--- config.mk ---
export PLATFORM = sky130hd
export DESIGN_NAME = sidec_ctrl
export DESIGN_NICKNAME = d
export VERILOG_FILES = /design/src/sidec_pkg.sv /design/src/sidec_ctrl.sv
export SDC_FILE = /design/constraint.sdc
export NUM_CORES = 1
export LEC_CHECK = 0
export ABC_AREA = 1
export ABC_CLOCK_PERIOD_IN_PS = 1350
export CAP_MARGIN = 20
export CORE_AREA = 2 2 39 41
export DETAILED_ROUTE_END_ITERATION = 8
export DIE_AREA = 0 0 41 43
export DONT_BUFFER_PORTS = 1
export GPL_TIMING_DRIVEN = 0
export HOLD_SLACK_MARGIN = 0.06
export PLACE_DENSITY = 0.35
export SLEW_MARGIN = 40
export SYNTH_ARGS = -nofsm -noshare
export SYNTH_HDL_FRONTEND = slang
export SYNTH_SLANG_ARGS = --single-unit
--- constraint.sdc ---
create_clock -name clk_i -period 1.35 [get_ports clk_i]
set_input_delay 0.0675 -clock clk_i [delete_from_list [all_inputs] [get_ports clk_i]]
set_output_delay 0.0675 -clock clk_i [all_outputs]
set_load 0.1 [all_outputs]
--- src/sidec_pkg.sv ---
`default_nettype none

package sidec_pkg;

  // ASCII codes used in the output text
  localparam logic [7:0] CHAR_ZERO  = 8'h30;
  localparam logic [7:0] CHAR_MINUS = 8'h2D;

  // Reciprocal of ten: q = (x * RECIP_TEN) >> RECIP_SHIFT is exact for 32-bit x
  localparam logic [31:0] RECIP_TEN   = 32'hCCCC_CCCD;
  localparam int          RECIP_SHIFT = 35;

  // Digit store: ten entries cover every 32-bit magnitude
  localparam int              NUM_DIGITS = 10;
  localparam int              DIGIT_AW   = $clog2(NUM_DIGITS);
  localparam logic [DIGIT_AW-1:0] LAST_SLOT = DIGIT_AW'(NUM_DIGITS - 1);

  // Controller to datapath commands
  typedef struct packed {
    logic load;       // capture the input item, take its magnitude
    logic divide;     // peel off one decimal digit
    logic put_sign;   // load '-' into the output register
    logic put_digit;  // load the next digit, most significant first
  } cmd_t;

  // Datapath to controller status
  typedef struct packed {
    logic neg;        // the captured value is negative
    logic div_done;   // the digit peeled this cycle is the last one
    logic slot_free;  // the output register can take a character this cycle
    logic idx_zero;   // the digit about to go out is the least significant
  } sts_t;

endpackage

`default_nettype wire

--- src/sidec_ctrl.sv ---
`default_nettype none

module sidec_ctrl (
  input  wire              clk_i,
  input  wire              rst_ni,
  input  wire              in_valid_i,
  output logic             in_ready_o,
  input  sidec_pkg::sts_t  sts_i,
  output sidec_pkg::cmd_t  cmd_o
);

  localparam logic [1:0] S_IDLE = 2'd0;
  localparam logic [1:0] S_CONV = 2'd1;
  localparam logic [1:0] S_SIGN = 2'd2;
  localparam logic [1:0] S_EMIT = 2'd3;

  logic [1:0] state_q;
  logic [1:0] state_d;

  assign in_ready_o = (state_q == S_IDLE);

  // Next state and commands
  always_comb begin
    state_d = state_q;
    cmd_o   = '0;
    case (state_q)
      S_IDLE: begin
        if (in_valid_i) begin
          cmd_o.load = 1'b1;
          state_d    = S_CONV;
        end
      end
      S_CONV: begin
        cmd_o.divide = 1'b1;
        if (sts_i.div_done) begin
          state_d = sts_i.neg ? S_SIGN : S_EMIT;
        end
      end
      S_SIGN: begin
        if (sts_i.slot_free) begin
          cmd_o.put_sign = 1'b1;
          state_d        = S_EMIT;
        end
      end
      S_EMIT: begin
        if (sts_i.slot_free) begin
          cmd_o.put_digit = 1'b1;
          if (sts_i.idx_zero) begin
            state_d = S_IDLE;
          end
        end
      end
      default: begin
        state_d = S_IDLE;
      end
    endcase
  end

  always_ff @(posedge clk_i or negedge rst_ni) begin
    if (!rst_ni) begin
      state_q <= S_IDLE;
    end else begin
      state_q <= state_d;
    end
  end

endmodule

`default_nettype wire

==> reports/results.ini, run 1 <==
[floorplan]
die_h_um = 43
fp.dieArea_mm2 = 0.00176
fp.dieW_um = 41
rows = 14
initial_utilization_pct = 16.6
core_mm2 = 0.00138
io_pins = 12

[placed_design]
gp_congestion = 0.741
io_buffers = 0
place_inst = 54
pre_cts_ws_ps = -142
dpl.hpwl_um = 416

[clock_tree]
cts_buffers = 3
cts_sinks = 2
clk_pin_slew_ps = 30
cts_tree = done
cts_max_level = 1
clk_latency_ps = 220
clockRootBuffer = clkbuf_4
cts_buffer_depth = 2

[layout]
stdcell_count = 64
top_register = state_q
n_fill_cell = 159
insertedDiodeCount = 0
reg_top3 = state_q x2
largest_reg_flops = 2
synthToLayoutAreaGrowth_pct = 70.7
seq_area_um2 = 51.3
layout_commonest_cell = nand2_1
multi_input_area_um2 = 193
final_nets = 61
drive_gt1_share_pct = 47.9
most-common-layout-cells = nand2_1, inv_1, buf_4

[timing]
worst_slack_ps = -218
relSlewSlack_pct = 67.7
finalHoldViolations = 0
fin_crit_ps = 1570
fin_skew_ps = 1.02
setup_viol = 5
period_share_pct = 116
tightest_slew_ps = 483
rsz0062_at_grt = yes
whs_ps = 75.4
maxSlewViolCount = 0
fin_setup_tns_ps = -662
timing.fmax_ghz = 0.638

[routing]
drc_errors = 0
routedWlPerCell_um = 8.38
drt_iter0_drc = 1
finalWirelength_um = 536
vias = 247
first_pass_iters = 4
antenna_left = 0
drt-vias-per-instance = 3.86

[flow_run]
cap_violations = 0

[setup_path]
critPathArrivalTime_ps = 1500
cp_max_fo = 4
rr_startpoint = state_q[0]$_DFFE_PN0P_
r2r_cells = 7
r2r-end = state_q[0]$_DFFE_PN0P_
r2r_slack_ps = -50
required_ps = 1280
path_class = flop to output port
end_kind = output port
critPathLaunchType = flop
critical_path.startpoint = state_q[0]$_DFFE_PN0P_

[logic_synthesis]
syn_area_per_cell_um2 = 6.06
yosysWarningCount = 0
synth_nets = 49
ys_seq_area_share_pct = 21.7
ys_ff_latch = 2
synth_area_um2 = 230
netlist_instances = 38
synth_cell_types = 10

[global_routing]
grt_pass1_vias = 260
grt_start_max_net_pins = 5
track_usage_pct = 8.12
antenna_found_initial = 0
gr-total-overflow = 0
grt_pass1_wl_um = 924

[run_status]
violations = setup timing
status = complete, but fails checks

[worst_hold_path]
hp-class = primary input to asynchronous set/reset pin

==> through the flow <==
stage	instance area, µm²	utilization [%]
2_1_floorplan	265	-
3_3_place_gp	285	20.6
3_5_place_dp	285	20.6
4_1_cts	390	28.2
5_1_grt	393	28.4
6_report	393	28.4
==> worst max path at each step <==
| stage | endpoint | cells after the start |
|---|---|---|
| floorplan | cmd_o[3] | 4 |
| global placement | cmd_o[3] | 4 |
| detailed placement | cmd_o[3] | 4 |
| CTS | cmd_o[3] | 4 |
| global route | cmd_o[3] | 4 |
| finish | cmd_o[3] | 4 |
==> logic make-up (layout without fill, tap and decap cells) <==
family / count (synthesis) / count (layout) / share of synthesized area [%]
simple gates: 20 / 20 / 35.9
buf+inv: 10 / 20 / 16.3
fa+ha+maj: 4 / 4 / 21.7
compound gates: 2 / 2 / 4.34
flops: 2 / 2 / 21.7
==> cell type report <==
cell class | count | area share, %
tap | 16 | 5.10
sequential | 2 | 13.1
multi-input combinational | 26 | 49.0
timing repair buffer | 7 | 14.6
inverter | 10 | 12.4
clock buffer | 3 | 5.73
==> synth_stat cells <==
master	count	area share, %
nand4_1	1	2.7
nand2_2	1	2.7
ha_1	4	22
nand2_1	14	23
a21oi_1	1	2.2
nor2_1	2	3.3
nand3_1	2	4.3
inv_1	10	16
dfrtp_1	2	22
o21ai_0	1	2.2
==> repair_timing <==
item / 4_1_cts / 5_1_grt
buffers inserted: 5 / 1
endpoints found under the hold margin: 3 / 0
resized for setup: 10 / 1
endpoints found under the setup margin: 5 / 5
pin swaps: 4 / 3
hold buffers: 2 / 0
==> worst max-delay path, cell delays in order, from the launching register on <==
cell        delay [ps]
dfrtp_2            400
inv_2               90
ha_4               370
nand2_4             80
clkinvlp_4         340
==> routing by layer <==
layer | wire, µm | track usage (%) | up-vias
li1 | - | - | 132
met1 | 207 | 8.01 | 110
met2 | 300 | 12.8 | 5
met3 | 29 | 1.57 | 0
met4 | 0 | 8.00 | 0
met5 | 0 | 0 | -
Power of run 1 is left out: the tool's default activity adds up to more than one toggle a clock period on the data nets, which glitch-free logic cannot reach.
==> inputs of run 2 (changes only) <==
--- a/config.mk
+++ b/config.mk
@@ -6,7 +6,7 @@
 export NUM_CORES = 1
 export LEC_CHECK = 0
 export ABC_AREA = 1
-export ABC_CLOCK_PERIOD_IN_PS = 1350
+export ABC_CLOCK_PERIOD_IN_PS = 1250
 export CAP_MARGIN = 20
 export CORE_AREA = 2 2 39 41
 export DETAILED_ROUTE_END_ITERATION = 8
@@ -14,7 +14,7 @@
 export DONT_BUFFER_PORTS = 1
 export GPL_TIMING_DRIVEN = 0
 export HOLD_SLACK_MARGIN = 0.06
-export PLACE_DENSITY = 0.35
+export PLACE_DENSITY = 0.36
 export SLEW_MARGIN = 40
 export SYNTH_ARGS = -nofsm -noshare
 export SYNTH_HDL_FRONTEND = slang
==> constraint.sdc (replaced) <==
create_clock -name clk_i -period 1.25 [get_ports clk_i]
set_input_delay 0.125 -clock clk_i [delete_from_list [all_inputs] [get_ports clk_i]]
set_output_delay 0.125 -clock clk_i [all_outputs]
set_load 0.1 [all_outputs]
==> run 2 against run 1 <==
Sequential share of layout area up 1.4 points. Cell area down 9.9%. Non-clock buffer count shrank 4. The run still ends with setup timing left.
==> reports/results.ini, run 2 (synthesized netlist as in run 1, its figures left out) <==
[routing]
finalWirelength_um = 518  ; -3.4%
vias = 233  ; -5.7%
drt_iter0_drc = 3  ; +2
routedWlPerCell_um = 8.49  ; +1.4%
drc_errors = 0  ; unchanged
antenna_left = 0  ; unchanged
drt-vias-per-instance = 3.82  ; -1.0%
first_pass_iters = 4  ; unchanged

[setup_path]
cp_slowest_cell = dfrtp_2
cp.depth = 4  ; unchanged
cp_cell_sequence = inv_2 > ha_4 > nand2_4 > clkinvlp_4
max_stage_delay_ps = 400  ; about the same
critPathBufInv = 2  ; unchanged
cp_max_fo = 4  ; unchanged
critPathLaunchType = flop
end_kind = output port
r2r_cells = 7  ; unchanged
crit_family = buffers and inverters
critPathArrivalTime_ps = 1500  ; about the same
path_class = flop to output port
required_ps = 1120  ; -160 ps

[floorplan]
initial_utilization_pct = 16.6  ; unchanged
rows = 14  ; unchanged
die_h_um = 43  ; unchanged
fp.dieW_um = 41  ; unchanged
core_mm2 = 0.00138  ; unchanged
fp.dieArea_mm2 = 0.00176  ; unchanged
io_pins = 12  ; unchanged

[global_routing]
grt_pass1_vias = 202  ; -22%
gr-total-overflow = 0  ; unchanged
grt_pass1_wl_um = 807  ; -13%
grt_start_max_net_pins = 5  ; unchanged
track_usage_pct = 7.32  ; -0.80 points
antenna_found_initial = 0  ; unchanged

[timing]
relSlewSlack_pct = 67.6  ; about the same
whs_ps = 120  ; +44.6 ps
rsz0062_at_grt = yes
maxSlewViolCount = 0  ; unchanged
tightest_slew_ps = 484  ; +0.963 ps
fin_skew_ps = 4.83  ; +3.81 ps
finalHoldViolations = 0  ; unchanged
setup_viol = 5  ; unchanged
fin_crit_ps = 1630
period_share_pct = 130
timing.fmax_ghz = 0.615
worst_slack_ps = -377  ; -159 ps

[clock_tree]
cts_buffer_depth = 2  ; unchanged
cts_sinks = 2  ; unchanged
cts_max_level = 1  ; unchanged
cts_tree = done
clk_latency_ps = 230  ; about the same
cts_buffers = 3  ; unchanged
clockRootBuffer = clkbuf_4
clk_pin_slew_ps = 30  ; about the same

[layout]
largest_reg_flops = 2  ; unchanged
drive_gt1_share_pct = 40.0  ; -7.9 points
synthToLayoutAreaGrowth_pct = 53.8
top_register = state_q
final_nets = 57  ; -6.6%
most-common-layout-cells = nand2_1, inv_1, nand2_2, clkinvlp_4, clkbuf_4
reg_top3 = state_q x2
layout_commonest_cell = nand2_1
insertedDiodeCount = 0  ; unchanged

[worst_hold_path]
min_delay_path_depth = 3
hp-class = primary input to flop

[run_status]
violations = setup timing
status = complete, but fails checks

[placed_design]
gp_congestion = 0.745  ; +0.61%
io_buffers = 0  ; unchanged
dpl.hpwl_um = 408  ; -1.8%

[flow_run]
cap_violations = 0  ; unchanged

## run 2: cell count changes in the layout (fill, tap and decap cells not counted)
cell,before,now
o21ai_1,1,0
buf_4,5,2
clkbuf_1,0,1
nand2_4,2,1
dlygate4sd3_1,2,1
nand2_1,9,11
nand2_2,4,3
o21ai_0,0,1
## run 2: timing repair
item,CTS,global route
pin swaps,2,2
gates cloned,0,0
buffers inserted,2,0
hold buffers,1,0
endpoints found under the hold margin,2,0
endpoints found under the setup margin,7,6
resized for setup,2,0
## run 2: through the flow
stage	setup WS [ps]	instance area (µm²)	utilization (%)	TNS, ps	instances
finish	-377	354	25.6	-1250	61
CTS	-395	354	25.6	-1300	61
detailed placement	-233	295	21.3	-674	54
global placement	-237	295	21.3	-711	54
floorplan	-181	275	-	-342	38
global route	-424	354	25.6	-1550	61
## run 2: path summary, 6_finish.rpt
path / start / to / slack [ps]
setup / recovery: state_q[0]$_DFFE_PN0P_ / cmd_o[3] / -380
hold / removal: sts_i[3] / state_q[0]$_DFFE_PN0P_ / 120
setup reg to reg: state_q[0]$_DFFE_PN0P_ / state_q[1]$_DFFE_PN0P_ / -100
hold reg to reg: state_q[1]$_DFFE_PN0P_ / state_q[1]$_DFFE_PN0P_ / 630
max in group asynchronous: rst_ni / state_q[0]$_DFFE_PN0P_ / 990
min in group asynchronous: rst_ni / state_q[0]$_DFFE_PN0P_ / 130
## run 2: area by class of cell
| cell class | count | area [µm²] |
|---|---|---|
| fill | 155 | 1030 |
| inverter | 10 | 48.8 |
| sequential | 2 | 51.3 |
| clock buffer | 4 | 26.3 |
| timing repair buffer | 3 | 25.0 |
| multi-input combinational | 26 | 183 |
| tap | 16 | 20.0 |
## run 2: worst min-delay path, stage by stage
cell	delay (ps)
o21ai_0	70
nand2_1	70
nand2_1	50
## run 2: per-layer routing
layer  GRT usage [%]  vias up  part of all wire (%)  routed length (µm)
met2            10.9        5                    57                 295
met5               0        -                     0                   0
met1            6.41      101                    38                 197
met3            3.14        0                   4.8                  25
met4            8.00        0                     0                   0
li1                -      127                     -                   -
Power of run 2 is left out for the same reason.
==> inputs of run 3 (changes only) <==
--- a/config.mk
+++ b/config.mk
@@ -15,6 +15,8 @@
 export GPL_TIMING_DRIVEN = 0
 export HOLD_SLACK_MARGIN = 0.06
 export PLACE_DENSITY = 0.36
+export REMOVE_ABC_BUFFERS = 1
+export SKIP_LAST_GASP = 1
 export SLEW_MARGIN = 40
 export SYNTH_ARGS = -nofsm -noshare
 export SYNTH_HDL_FRONTEND = slang
==> run 3 against run 2 <==
The run still ends with setup timing left. Flip-flop and latch count is the same. Non-clock buffer count rose by 4. Wire length rose by 13%. Critical endpoint unchanged. Highest routed layer unchanged.
==> reports/results.ini, run 3 (synthesized netlist as in run 1, its figures left out) <==
[timing]
fin_crit_ps = 1640  ; +13.7 ps
relSlewSlack_pct = 67.7  ; about the same
setup_viol = 6  ; +1
worst_slack_ps = -390  ; -13.7 ps
timing.fmax_ghz = 0.610  ; -0.83%
period_share_pct = 131  ; +1.1 points
fin_setup_tns_ps = -1400  ; -159 ps
whs_ps = 116  ; -4.05 ps
fin_skew_ps = 2.67  ; -2.16 ps
rsz0062_at_grt = yes
maxSlewViolCount = 0  ; unchanged
tightest_slew_ps = 484  ; -0.632 ps
finalHoldViolations = 0  ; unchanged

[routing]
finalWirelength_um = 587  ; +13%
drt-vias-per-instance = 3.92  ; +2.7%
antenna_left = 0  ; unchanged
first_pass_iters = 1  ; -3
routedWlPerCell_um = 9.17  ; +8.0%
vias = 251  ; +7.7%
drc_errors = 0  ; unchanged
drt_iter0_drc = 0  ; -3

[floorplan]
io_pins = 12  ; unchanged
core_mm2 = 0.00138  ; unchanged
initial_utilization_pct = 16.6  ; unchanged
fp.dieArea_mm2 = 0.00176  ; unchanged
fp.dieW_um = 41  ; unchanged
die_h_um = 43  ; unchanged
rows = 14  ; unchanged

[clock_tree]
cts_sinks = 2  ; unchanged
cts_max_level = 1  ; unchanged
cts_tree = done
cts_buffers = 3  ; unchanged
cts_buffer_depth = 2  ; unchanged
clockRootBuffer = clkbuf_4
clk_latency_ps = 220  ; about the same
clk_pin_slew_ps = 30  ; about the same

[setup_path]
critPathBufInv = 2  ; unchanged
path_class = flop to output port
cp_cell_sequence = inv_2 > ha_4 > nand2_4 > clkinvlp_4
cp_slowest_cell = dfrtp_2
cp_max_fo = 5  ; +1
end_kind = output port
critPathLaunchType = flop
required_ps = 1120  ; about the same
critPathArrivalTime_ps = 1520  ; +20 ps
crit_family = buffers and inverters
max_stage_delay_ps = 420  ; +20 ps

[global_routing]
gr-total-overflow = 0  ; unchanged
grt_pass1_wl_um = 952  ; +18%
grt_start_max_net_pins = 6  ; +1
grt_pass1_vias = 254  ; +26%
track_usage_pct = 8.14  ; +0.82 points
antenna_found_initial = 0  ; unchanged

[placed_design]
dpl.hpwl_um = 393  ; -3.7%
gp_congestion = 0.611  ; -18%
io_buffers = 0  ; unchanged

[layout]
seq_area_um2 = 52.6  ; +2.4%
insertedDiodeCount = 0  ; unchanged
multi_input_area_um2 = 208  ; +14%
top_register = state_q
synthToLayoutAreaGrowth_pct = 77.7
n_fill_cell = 164  ; +5.8%
reg_top3 = state_q x2
final_nets = 61  ; +7.0%
largest_reg_flops = 2  ; unchanged
layout_commonest_cell = nand2_1
most-common-layout-cells = nand2_1, buf_4, inv_1
drive_gt1_share_pct = 54.2  ; +14 points

[run_status]
violations = setup timing
status = complete, but fails checks

[worst_hold_path]
hp-class = primary input to flop

[flow_run]
cap_violations = 0  ; unchanged

==> run 3: worst paths after layout <==
path	from	endpoint	slack [ps]	depth (start not counted)
min reg2reg	state_q[1]$_DFFE_PN0P_	state_q[1]$_DFFE_PN0P_	550	2
max	state_q[1]$_DFFE_PN0P_	cmd_o[3]	-390	4
max reg2reg	state_q[1]$_DFFE_PN0P_	state_q[0]$_DFFE_PN0P_	-150	7
min in group asynchronous	rst_ni	state_q[0]$_DFFE_PN0P_	130	1
min	sts_i[3]	state_q[0]$_DFFE_PN0P_	120	3
max in group asynchronous	rst_ni	state_q[1]$_DFFE_PN0P_	980	1
==> run 3: repair_timing <==
action,4_1_cts,5_1_grt
setup endpoints to repair,7,7
endpoints found under the hold margin,2,0
pin swaps,5,10
setup buffers,5,2
hold buffers,1,0
gates resized for setup,17,4
==> run 3: area by class of cell <==
class / instances / area share (%)
Tap cell: 16 / 4.89
Clock buffer: 3 / 5.50
Multi-Input combinational cell: 26 / 50.8
Inverter: 10 / 12.5
Sequential cell: 2 / 12.8
Timing Repair Buffer: 7 / 13.5
==> run 3: stage by stage <==
step                area [µm²]  util, %  instances  worst slack, ps
finish                     409     29.6         64             -390
detailed placement         255     18.4         54             -704
global route               409     29.6         64             -453
CTS                        383     27.7         63             -433
floorplan                  230        -         38             -937
global placement           250     18.1         54            -1020
==> run 3: routing by layer <==
| layer | vias to the layer above | share of wire [%] | track usage [%] |
|---|---|---|---|
| met4 | 0 | 0 | 6.00 |
| met5 | - | 0 | 0 |
| met1 | 111 | 39 | 9.03 |
| met3 | 0 | 2.9 | 1.57 |
| met2 | 6 | 58 | 12.8 |
| li1 | 134 | - | - |
==> run 3: worst reg2reg max path, cell delays in order (launching register included) <==
cell and delay (ps):
dfrtp_2 420, inv_2 90, buf_4 110, ha_4 340, nand2_1 100, o21ai_1 140
nand2_1 70, nand2_1 60
Power of run 3 is left out for the same reason.
